--- src/rtl/lrrsa_pkg.sv ---
// ----------------------------------------------------------------------------
// lrrsa_pkg
// Types and codes shared by the locked round-robin switch allocator.
// ----------------------------------------------------------------------------
package lrrsa_pkg;

    localparam int FIELD_W = 3;

    typedef logic [FIELD_W-1:0] field_t;

    localparam field_t OP_REQUEST   = 3'd0;
    localparam field_t OP_PICK      = 3'd1;
    localparam field_t OP_CLEAR_WIN = 3'd2;
    localparam field_t OP_CLEAR_REQ = 3'd3;
    localparam field_t OP_PROBE     = 3'd4;

    typedef struct packed {
        field_t req_type;
        field_t out_port;
        field_t in_port;
    } item_t;

    typedef struct packed {
        logic   grant_valid;
        field_t winner_port;
        logic   no_winner_error;
        logic   request_bit;
        logic   all_empty;
    } result_t;

endpackage

--- src/rtl/locked_round_robin_switch_allocator_unit.sv ---
// ----------------------------------------------------------------------------
// locked_round_robin_switch_allocator_unit
// Per-output-port switch allocator with packet lock and round-robin grant.
// ----------------------------------------------------------------------------
// The edge that accepts an item reads the request row and the pointer of the
// addressed output port from their memories into registers, busy is high in
// ST_EXEC, and the edge that ends it writes the row and pointer back and
// loads the result, which shows with strobe high while a new item may
// already be accepted. The registered read of the memories sets this split.
// Results cannot be held off, so sample result whenever strobe is high.
// Reset takes effect at once: per-row valid flops stand in for a clearing
// pass.
module locked_round_robin_switch_allocator_unit #(
    parameter int NUM_PORTS = 5
) (
    input  logic              clk,
    input  logic              rst_n,
    input  logic              start,
    output logic              busy,
    input  lrrsa_pkg::item_t  item,
    output logic              strobe,
    output lrrsa_pkg::result_t result
);

    localparam int PORT_W = (NUM_PORTS > 1) ? $clog2(NUM_PORTS) : 1;

    typedef enum logic [1:0] {
        ST_IDLE = 2'b01,
        ST_EXEC = 2'b10
    } state_t;

    state_t state_reg, state_next;

    logic [NUM_PORTS-1:0] req_mem [NUM_PORTS];
    logic [PORT_W-1:0]    hold_mem [NUM_PORTS];

    logic [NUM_PORTS-1:0] req_rd_reg;
    logic [PORT_W-1:0]    hold_rd_reg;
    lrrsa_pkg::item_t     item_reg;

    logic [NUM_PORTS-1:0] row_nz_reg, row_nz_next;
    logic [NUM_PORTS-1:0] ptr_vld_reg, ptr_vld_next;
    logic [NUM_PORTS-1:0] done_reg, done_next;
    logic [NUM_PORTS-1:0] lock_reg, lock_next;

    lrrsa_pkg::result_t   result_reg, result_next;
    logic                 strobe_reg, strobe_next;

    logic                 accept;
    logic [PORT_W-1:0]    rd_addr;
    logic                 o_ok, i_ok;
    logic [PORT_W-1:0]    oidx, iidx;
    logic [NUM_PORTS-1:0] row, row_new, ibit;
    logic [PORT_W-1:0]    ptr;
    logic                 pick_found;
    logic [PORT_W-1:0]    pick_idx;
    logic                 row_we, hold_we;
    logic [PORT_W-1:0]    winner;

    assign accept  = start && (state_reg == ST_IDLE);
    assign busy    = (state_reg == ST_EXEC);
    assign strobe  = strobe_reg;
    assign result  = result_reg;
    assign rd_addr = (32'(item.out_port) < NUM_PORTS) ? PORT_W'(item.out_port) : '0;

    // Memory read port
    always_ff @(posedge clk)
    begin
        if (accept)
        begin
            req_rd_reg  <= req_mem[rd_addr];
            hold_rd_reg <= hold_mem[rd_addr];
            item_reg    <= item;
        end
    end

    // Memory write port
    always_ff @(posedge clk)
    begin
        if (row_we)
        begin
            req_mem[oidx] <= row_new;
        end
        if (hold_we)
        begin
            hold_mem[oidx] <= pick_idx;
        end
    end

    assign o_ok = 32'(item_reg.out_port) < NUM_PORTS;
    assign i_ok = 32'(item_reg.in_port) < NUM_PORTS;
    assign oidx = o_ok ? PORT_W'(item_reg.out_port) : '0;
    assign iidx = i_ok ? PORT_W'(item_reg.in_port) : '0;
    assign row  = row_nz_reg[oidx] ? req_rd_reg : '0;
    assign ptr  = ptr_vld_reg[oidx] ? hold_rd_reg : '0;
    assign ibit = {{(NUM_PORTS-1){1'b0}}, 1'b1} << iidx;

    lrrsa_rr_pick #(
        .NUM_PORTS (NUM_PORTS),
        .PORT_W    (PORT_W)
    ) u_pick (
        .row   (row),
        .ptr   (ptr),
        .found (pick_found),
        .idx   (pick_idx)
    );

    always_comb
    begin
        state_next   = state_reg;
        row_nz_next  = row_nz_reg;
        ptr_vld_next = ptr_vld_reg;
        done_next    = done_reg;
        lock_next    = lock_reg;
        result_next  = result_reg;
        strobe_next  = 1'b0;
        row_new      = row;
        row_we       = 1'b0;
        hold_we      = 1'b0;
        winner       = '0;

        unique case (state_reg)
            ST_IDLE:
            begin
                if (accept)
                begin
                    state_next = ST_EXEC;
                end
            end
            ST_EXEC:
            begin
                state_next = ST_IDLE;
                strobe_next = 1'b1;
                result_next = '0;
                result_next.request_bit = o_ok && i_ok && row[iidx];

                if (item_reg.req_type == lrrsa_pkg::OP_PICK)
                begin
                    if (o_ok)
                    begin
                        if (done_reg[oidx] || lock_reg[oidx])
                        begin
                            done_next[oidx] = 1'b1;
                            result_next.grant_valid = 1'b1;
                            winner = ptr;
                        end
                        else if (pick_found)
                        begin
                            done_next[oidx] = 1'b1;
                            lock_next[oidx] = 1'b1;
                            hold_we = 1'b1;
                            ptr_vld_next[oidx] = 1'b1;
                            result_next.grant_valid = 1'b1;
                            winner = pick_idx;
                        end
                        else
                        begin
                            result_next.no_winner_error = 1'b1;
                        end
                    end
                end
                else if (o_ok && i_ok)
                begin
                    case (item_reg.req_type)
                        lrrsa_pkg::OP_REQUEST:
                        begin
                            row_new = row | ibit;
                            row_we = 1'b1;
                            done_next[oidx] = 1'b0;
                        end
                        lrrsa_pkg::OP_CLEAR_WIN:
                        begin
                            row_new = row & ~ibit;
                            row_we = 1'b1;
                            done_next[oidx] = 1'b0;
                            lock_next[oidx] = 1'b0;
                        end
                        lrrsa_pkg::OP_CLEAR_REQ:
                        begin
                            row_new = row & ~ibit;
                            row_we = 1'b1;
                        end
                        default:
                        begin
                            row_we = 1'b0;
                        end
                    endcase
                end

                if (row_we)
                begin
                    row_nz_next[oidx] = |row_new;
                end
                result_next.winner_port = lrrsa_pkg::FIELD_W'(winner);
                result_next.all_empty = ~|row_nz_next;
            end
            default:
            begin
                state_next = ST_IDLE;
            end
        endcase
    end

    always_ff @(posedge clk or negedge rst_n)
    begin
        if (!rst_n)
        begin
            state_reg   <= ST_IDLE;
            row_nz_reg  <= '0;
            ptr_vld_reg <= '0;
            done_reg    <= '0;
            lock_reg    <= '0;
            strobe_reg  <= 1'b0;
        end
        else
        begin
            state_reg   <= state_next;
            row_nz_reg  <= row_nz_next;
            ptr_vld_reg <= ptr_vld_next;
            done_reg    <= done_next;
            lock_reg    <= lock_next;
            strobe_reg  <= strobe_next;
        end
    end

    always_ff @(posedge clk)
    begin
        result_reg <= result_next;
    end

endmodule

--- src/rtl/lrrsa_rr_pick.sv ---
// ----------------------------------------------------------------------------
// lrrsa_rr_pick
// Round-robin priority encoder: first set bit after the pointer, wrapping,
// the pointer position itself taken last.
// ----------------------------------------------------------------------------
module lrrsa_rr_pick #(
    parameter int NUM_PORTS = 5,
    parameter int PORT_W    = 3
) (
    input  logic [NUM_PORTS-1:0] row,
    input  logic [PORT_W-1:0]    ptr,
    output logic                 found,
    output logic [PORT_W-1:0]    idx
);

    logic [NUM_PORTS-1:0] masked;
    logic [PORT_W-1:0]    idx_hi;
    logic [PORT_W-1:0]    idx_lo;

    always_comb
    begin
        for (int i = 0; i < NUM_PORTS; i++)
        begin
            masked[i] = row[i] && (PORT_W'(i) > ptr);
        end
    end

    always_comb
    begin
        idx_hi = '0;
        idx_lo = '0;
        for (int i = NUM_PORTS - 1; i >= 0; i--)
        begin
            if (masked[i])
            begin
                idx_hi = PORT_W'(i);
            end
            if (row[i])
            begin
                idx_lo = PORT_W'(i);
            end
        end
    end

    assign found = |row;
    assign idx   = (|masked) ? idx_hi : idx_lo;

endmodule

--- config.mk ---
export PLATFORM = sky130hd
export DESIGN_NAME = locked_round_robin_switch_allocator_unit
export DESIGN_NICKNAME = d
export VERILOG_FILES = /design/src/rtl/lrrsa_pkg.sv /design/src/rtl/locked_round_robin_switch_allocator_unit.sv /design/src/rtl/lrrsa_rr_pick.sv
export SDC_FILE = /design/constraint.sdc
export NUM_CORES = 1
export LEC_CHECK = 0
export BUFFER_PORTS_ARGS = -buffer_cell sky130_fd_sc_hd__buf_2
export CAP_MARGIN = 20
export CORE_UTILIZATION = 55
export DETAILED_ROUTE_END_ITERATION = 8
export PLACE_DENSITY = 0.73
export SYNTH_ARGS = -nofsm -noshare
export SYNTH_HDL_FRONTEND = slang
export SYNTH_SLANG_ARGS = --single-unit
--- constraint.sdc ---
create_clock -name clk -period 3.35 [get_ports clk]
set_input_delay 0.67 -clock clk [delete_from_list [all_inputs] [get_ports clk]]
set_output_delay 0.67 -clock clk [all_outputs]
set_load 0.005 [all_outputs]
Yosys cells after proc, flatten, opt, wreduce, memory -nomap -nowiden
Memories as Yosys holds them, arrays and structs flattened. A register that Yosys moved wholly into a read port is not among the register bits.
Cells that the tools add are included.
W data, S select, Z words.

word-level totals
  register bits after elaboration = 39
  RAM bits = 40
  input bits = 12
  output and inout bits = 9
  word-level logic and storage cells = 146
  memories = 2

operators by class
  $lt $le $gt $ge = 11
  equality and inequality tests = 10
  shift operators = 1
  muxes and demuxes = 69
  bitwise operators = 12
  reduce and logical (&&, ||, !) cells = 27

memories
  memory    depth  width  rd ports  clocked after Yosys merged registers in  write ports  line                                            source
  req_mem   5      5      1         1                                        1            locked_round_robin_switch_allocator_unit.sv:34  logic [NUM_PORTS-1:0] req_mem [NUM_PORTS];
  hold_mem  5      3      1         1                                        1            locked_round_robin_switch_allocator_unit.sv:35  logic [PORT_W-1:0] hold_mem [NUM_PORTS];

operators by type and width
  kind                   number
  $mux W5                19
  $mux W3                17
  $mux W1                23
  $or A5 B5 Y5           4
  $reduce_or A5 Y1       4
  $and A5 B5 Y5          3
  $bmux W1 S3            5
  $not A5 Y5             2
  $pmux W5 S2            1
  $reduce_and A5 Y1      2
  $logic_and A1 B1 Y1    9
  $lt A3 B3 Y1 const B   3
  $lt A3 B4 Y1 const B   2
  $ne A2 B2 Y1 const B   4
  $eq A3 B2 Y1 const B   2
  $gt A1 B3 Y1 const A   2
  $gt A2 B3 Y1 const A   2
  $reduce_and A6 Y1      1
  $reduce_bool A2 Y1     3
  $reduce_or A3 Y1       2
  $bwmux W5              1
  $shl A1 B3 Y5 const A  1
  $mux W2                2
  $reduce_or A2 Y1       2
  other kinds (12)       14

Depth between registers and ports, before layout
  depth after elaboration = 16
  gate-level depth with buffers = 9
  gate-level depth less buffers = 7

Modules after synthesis
A second synthesis with hierarchy kept.

second synthesis, totals
  cell total of the unflattened synthesis = 345
  area total of the unflattened synthesis = 4,291.6 um^2

by module, submodules not included
  module                                    times used  cells an instance  area each (um^2)  seq. area each (um^2)
  locked_round_robin_switch_allocator_unit  1           325                4,150.2           2,498.6
  lrrsa_rr_pick                             1           20                 141.4             0.0

Worst setup path before layout
OpenSTA, ideal clock, no wires.

  path kind = flip-flop to flip-flop
  from = reg item_reg[4] in the netlist's numbering
  to = mem hold_mem[2][0] (enable)
  library setup time = 0.320 ns
  data arrival time = 2.086 ns
  data required time = 3.030 ns
  slack = 0.944 ns
  stages on the path, launching flop included = 8
  path buffers = 1
  period minus slack after synthesis = 2.406 ns
  cell sequence = edfxtp_1 -> buf_6 -> or3b_1 -> and3_4 -> or3b_1 -> nor2_2 -> nand4_4 -> nor2_1

between the ends
  word-level cells in the longest chain between the ends = 13
  elaborated cells on any way between the ends = 18
  those cells by class = order compare: 1; mux: 15; reduce/logical: 2

ends and longest elaborated chain
  item                           line                                             source
  from (decl)                    locked_round_robin_switch_allocator_unit.sv:39   lrrsa_pkg::item_t item_reg;
  from (signal assigned)         locked_round_robin_switch_allocator_unit.sv:73   item_reg <= item;
  $lt A3 B3 Y1                   locked_round_robin_switch_allocator_unit.sv:90   assign o_ok = 32'(item_reg.out_port) < NUM_PORTS;
  $mux W3                        locked_round_robin_switch_allocator_unit.sv:92   assign oidx = o_ok ? PORT_W'(item_reg.out_port) : '0;
  $bmux W1 S3                    locked_round_robin_switch_allocator_unit.sv:94   assign row = row_nz_reg[oidx] ? req_rd_reg : '0;
  $mux W1 (implied by the code)  locked_round_robin_switch_allocator_unit.sv:94
  $mux W5                        locked_round_robin_switch_allocator_unit.sv:94
  $reduce_or A5 Y1               lrrsa_rr_pick.sv:45                              assign found = |row;
  $mux W1                        locked_round_robin_switch_allocator_unit.sv:147  else if (pick_found)
  $mux W1                        locked_round_robin_switch_allocator_unit.sv:141  if (done_reg[oidx] || lock_reg[oidx])
  $mux W1                        locked_round_robin_switch_allocator_unit.sv:139  if (o_ok)
  $mux W1                        locked_round_robin_switch_allocator_unit.sv:137  if (item_reg.req_type == lrrsa_pkg::OP_PICK)
  $mux W1                        locked_round_robin_switch_allocator_unit.sv:122  unique case (state_reg)
  $mux W1                        locked_round_robin_switch_allocator_unit.sv:84   if (hold_we)
  $mux W1 (implied by the code)  locked_round_robin_switch_allocator_unit.sv:86   hold_mem[oidx] <= pick_idx;
  to (decl)                      locked_round_robin_switch_allocator_unit.sv:35

Parallel ways exist; a longest one is shown, timed or not. The select of a mux whose other input is x is not followed.

Worst setup path in the final report
  from = reg item_reg[3] in the netlist's numbering
  to = mem hold_mem[2][0] (enable)

Same word-level chain as after synthesis.

==> summary.md <==
| Metric | Value |
|---|---|
| Drt via density | `6.01` |
| Max-Cap Viols | `0` |
| WL per Instance | `19.2 µm` |
| Top-Level Pins | `21` |
| Mux cell area share after synthesis | `10.3%` |
| Initial antenna violation count | `0` |
| Static Leakage | `1.71 nW` |
| Drt pass-1 iters | `5` |
| Critical path origin | `item_reg[3]` |
| Clk_lat worst skew | `0.36 ns` |
| Final RePlAce weighted congestion | `0.904` |
| Post-Synth Adder-Cell Area | `0%` |
| Tot GR Track Use | `25.1%` |
| Critical path type | `flip-flop to flip-flop` |
| Arrival @ worst endpoint | `2.90 ns` |
| Simple-gate share of the synthesized area | `14.2%` |
| P&R area growth vs syn | `9.68%` |
| Status | `complete, no violations` |
| Final HPWL DP | `6430 µm` |
| Final worst path period share | `85.5%` |
| Crit path time final | `2.87 ns` |
| Post-synthesis xor/xnor area fraction | `0%` |
| Clk buf depth | `2` |
| Post-synth cell types | `65` |
| Required time worst endpoint | `3.39 ns` |
| Tot Pwr | `2.21 mW` |
| Die W | `89.4 µm` |
| H-tree Lvls | `3` |
| Non-Filler Instances | `463` |
| Synth Area in Compound Gates | `13.4%` |
| # diodes | `0` |
| Worst R2R Path Depth | `7` |
| Drt initial violations | `196` |
| Gr ovfl total | `0` |
| CP Cell Sequence | `or3b_1 -> o22ai_1 -> a211oi_4 -> inv_1 -> nor2_2 -> nand4_4 -> nor2_1` |
| Setup TNS Final | `0 ns` |
| Root Buffer | `clkbuf_8` |
| Clock slew at reported path FFs | `0.11 ns` |
| Critical path peak fanout | `18` |
| CTS tree | `yes` |
| Critical R2R Launch | `item_reg[3]` |
| Pins Over Slew Limit | `0` |
| Final wirelength | `8870 µm` |
| Largest family of logic cells by synthesized area | `simple AND/OR/NAND/NOR gates` |
| Top FF cell, synth | `edfxtp_1` |
| Num Clock Sinks | `87` |
| Syn_area_per_cell | `12.6 µm²` |
| HP Class | `input pin to asynchronous set/reset pin` |
| Synth async-reset ratio | `26.4%` |
| Slowest-stage cell, CP | `edfxtp_1` |
| CP Buf/Inv Count | `1` |
| Flops & latches, synth | `87` |
| Via count | `2,784` |
| Post-CTS Resized | `0` |
| PwrDens | `478 nW/µm²` |
| Crit end category | `flip-flop` |
| R2r setup slk | `0.48 ns` |
| Residual DRC | `0` |
| Placed insts | `447` |
| CP delay by family, top | `simple AND/OR/NAND/NOR gates` |
| Critical path's largest stage delay | `0.76 ns` |
| Hold slack | `0.272 ns` |
| Post-CTS Repair Setup Buffers | `0` |
| RSZ-0062 raised after global routing | `no` |
| Number of global-route vias before repair | `2,764` |
| Synth Instances | `333` |
| Worst r2r dst | `hold_mem[2][0]` |
| Setup crit start kind | `flip-flop` |
| Least-Margin Pin Slew | `0.847 ns` |
| Layout cell share with drive strength beyond 1 | `21.4%` |
| Fin. Hold Viols | `0` |
| Die ar. | `8000 µm²` |
| Floorplan Core Area | `7330 µm²` |
| # port buffers | `20` |
| Mapped Nets | `345` |
| Post-DRT Antenna Nets | `0` |
| YS warnings | `0` |
| Syn Std Cell Area | `4200 µm²` |
| Max Freq | `349 MHz` |
| First-pass GRT wire length | `14,100 µm` |
| Worst vdd ir | `0.326 mV` |
| Number of synthesized flops with an enable pin | `64` |
| CTS Hold Buffers Added | `0` |
| Seq/Total Area, Yosys | `59.5%` |
| CTS Buf Count | `9` |
| Utilization after layout | `62.9%` |
| Final Setup Violations | `0` |
| Rel. slew slack | `42.9%` |
| Core Rows | `31` |
| Nets | `371` |
| Clock Skew | `0.0166 ns` |
| Largest net degree at the start of global routing | `24` |
| Die Ht | `89.4 µm` |
| Starting density of the core | `57.3%` |
[layer usage]
layer | vias up | wire, µm | track usage (%)
met5 | - | 0 | 0
met4 | 0 | 100 | 8.80
met3 | 13 | 518 | 5.36
met2 | 108 | 4280 | 39.6
met1 | 1344 | 3970 | 34.8
li1 | 1319 | - | -
[placed cells by master (no fill, tap or decap), types with 6 or more instances in the layout]
cell type / instances
nand2_1: 16
o22ai_1: 6
inv_1: 8
mux4_2: 8
a21oi_1: 18
buf_4: 9
mux2i_1: 13
dfrtp_1: 22
edfxtp_1: 64
o21ai_0: 12
nor2_1: 44
buf_2: 20
clkbuf_8: 9
nor2b_1: 8
nand3_1: 6
mux2_2: 6
nor3_1: 9
[cell usage after synthesis (all sizes together) (2+ instances only)]
master,count,area (µm²)
a211oi,3,40.0
and3,5,36.3
nand3,6,30.0
nand4,2,27.5
mux2,11,124
nor2b,9,58.8
o21bai,6,48.8
o21a,2,15.0
edfxtp,64,1920
or2,2,12.5
nand2b,4,25.0
clkbuf,5,18.8
o21ai,20,111
o211ai,2,20.0
dfrtp,22,551
inv,8,30.0
a21oi,18,90.1
nor3,10,55.1
a31oi,3,18.8
mux2i,13,130
buf,9,62.6
o22ai,6,37.5
o31ai,5,42.5
a22o,2,17.5
nor2,46,191
nand2,16,60.1
mux4,8,180
or3,2,17.5
a32o,4,40.0
or3b,5,43.8
[metrics by stage]
stage / setup slack (ns) / cell area (µm²)
after global routing: 0.296 / 4610
after detailed placement: 0.545 / 4410
final: 0.485 / 4610
after global placement: 0.610 / 4410
after CTS: 0.499 / 4610
after floorplan: 0.944 / 4200
[cells by family after synthesis]
kind of cell           Yosys count
flip-flops                      87
buffers and inverters           22
AO/OA/AOI/OAI                   80
AND/OR/NAND/NOR                112
multiplexers                    32
[power by group]
group	switching, mW	internal, mW
Sequential	0.0385	1.20
Clock	0.426	0.293
Combinational	0.155	0.0910
[final cells by class]
type / instances / area [µm²]
fillers: 588 / 2720
clock buffers: 9 / 124
flip-flops and latches: 87 / 2500
multi-input cells: 224 / 1590
well taps: 99 / 124
clock inverters: 7 / 72.6
inverters: 8 / 30.0
repair buffers: 29 / 168
[worst max-delay path by stage]
stage,endpoint,slack (ns),cells after the start
2_1_floorplan,hold_mem[2][0],0.94,7
3_3_place_gp,hold_mem[4][1],0.61,6
3_5_place_dp,hold_mem[4][0],0.54,7
4_1_cts,hold_mem[4][0],0.50,7
5_1_grt,hold_mem[4][2],0.30,7
6_report,hold_mem[2][0],0.48,7
(Power assumes the default switching activity.)
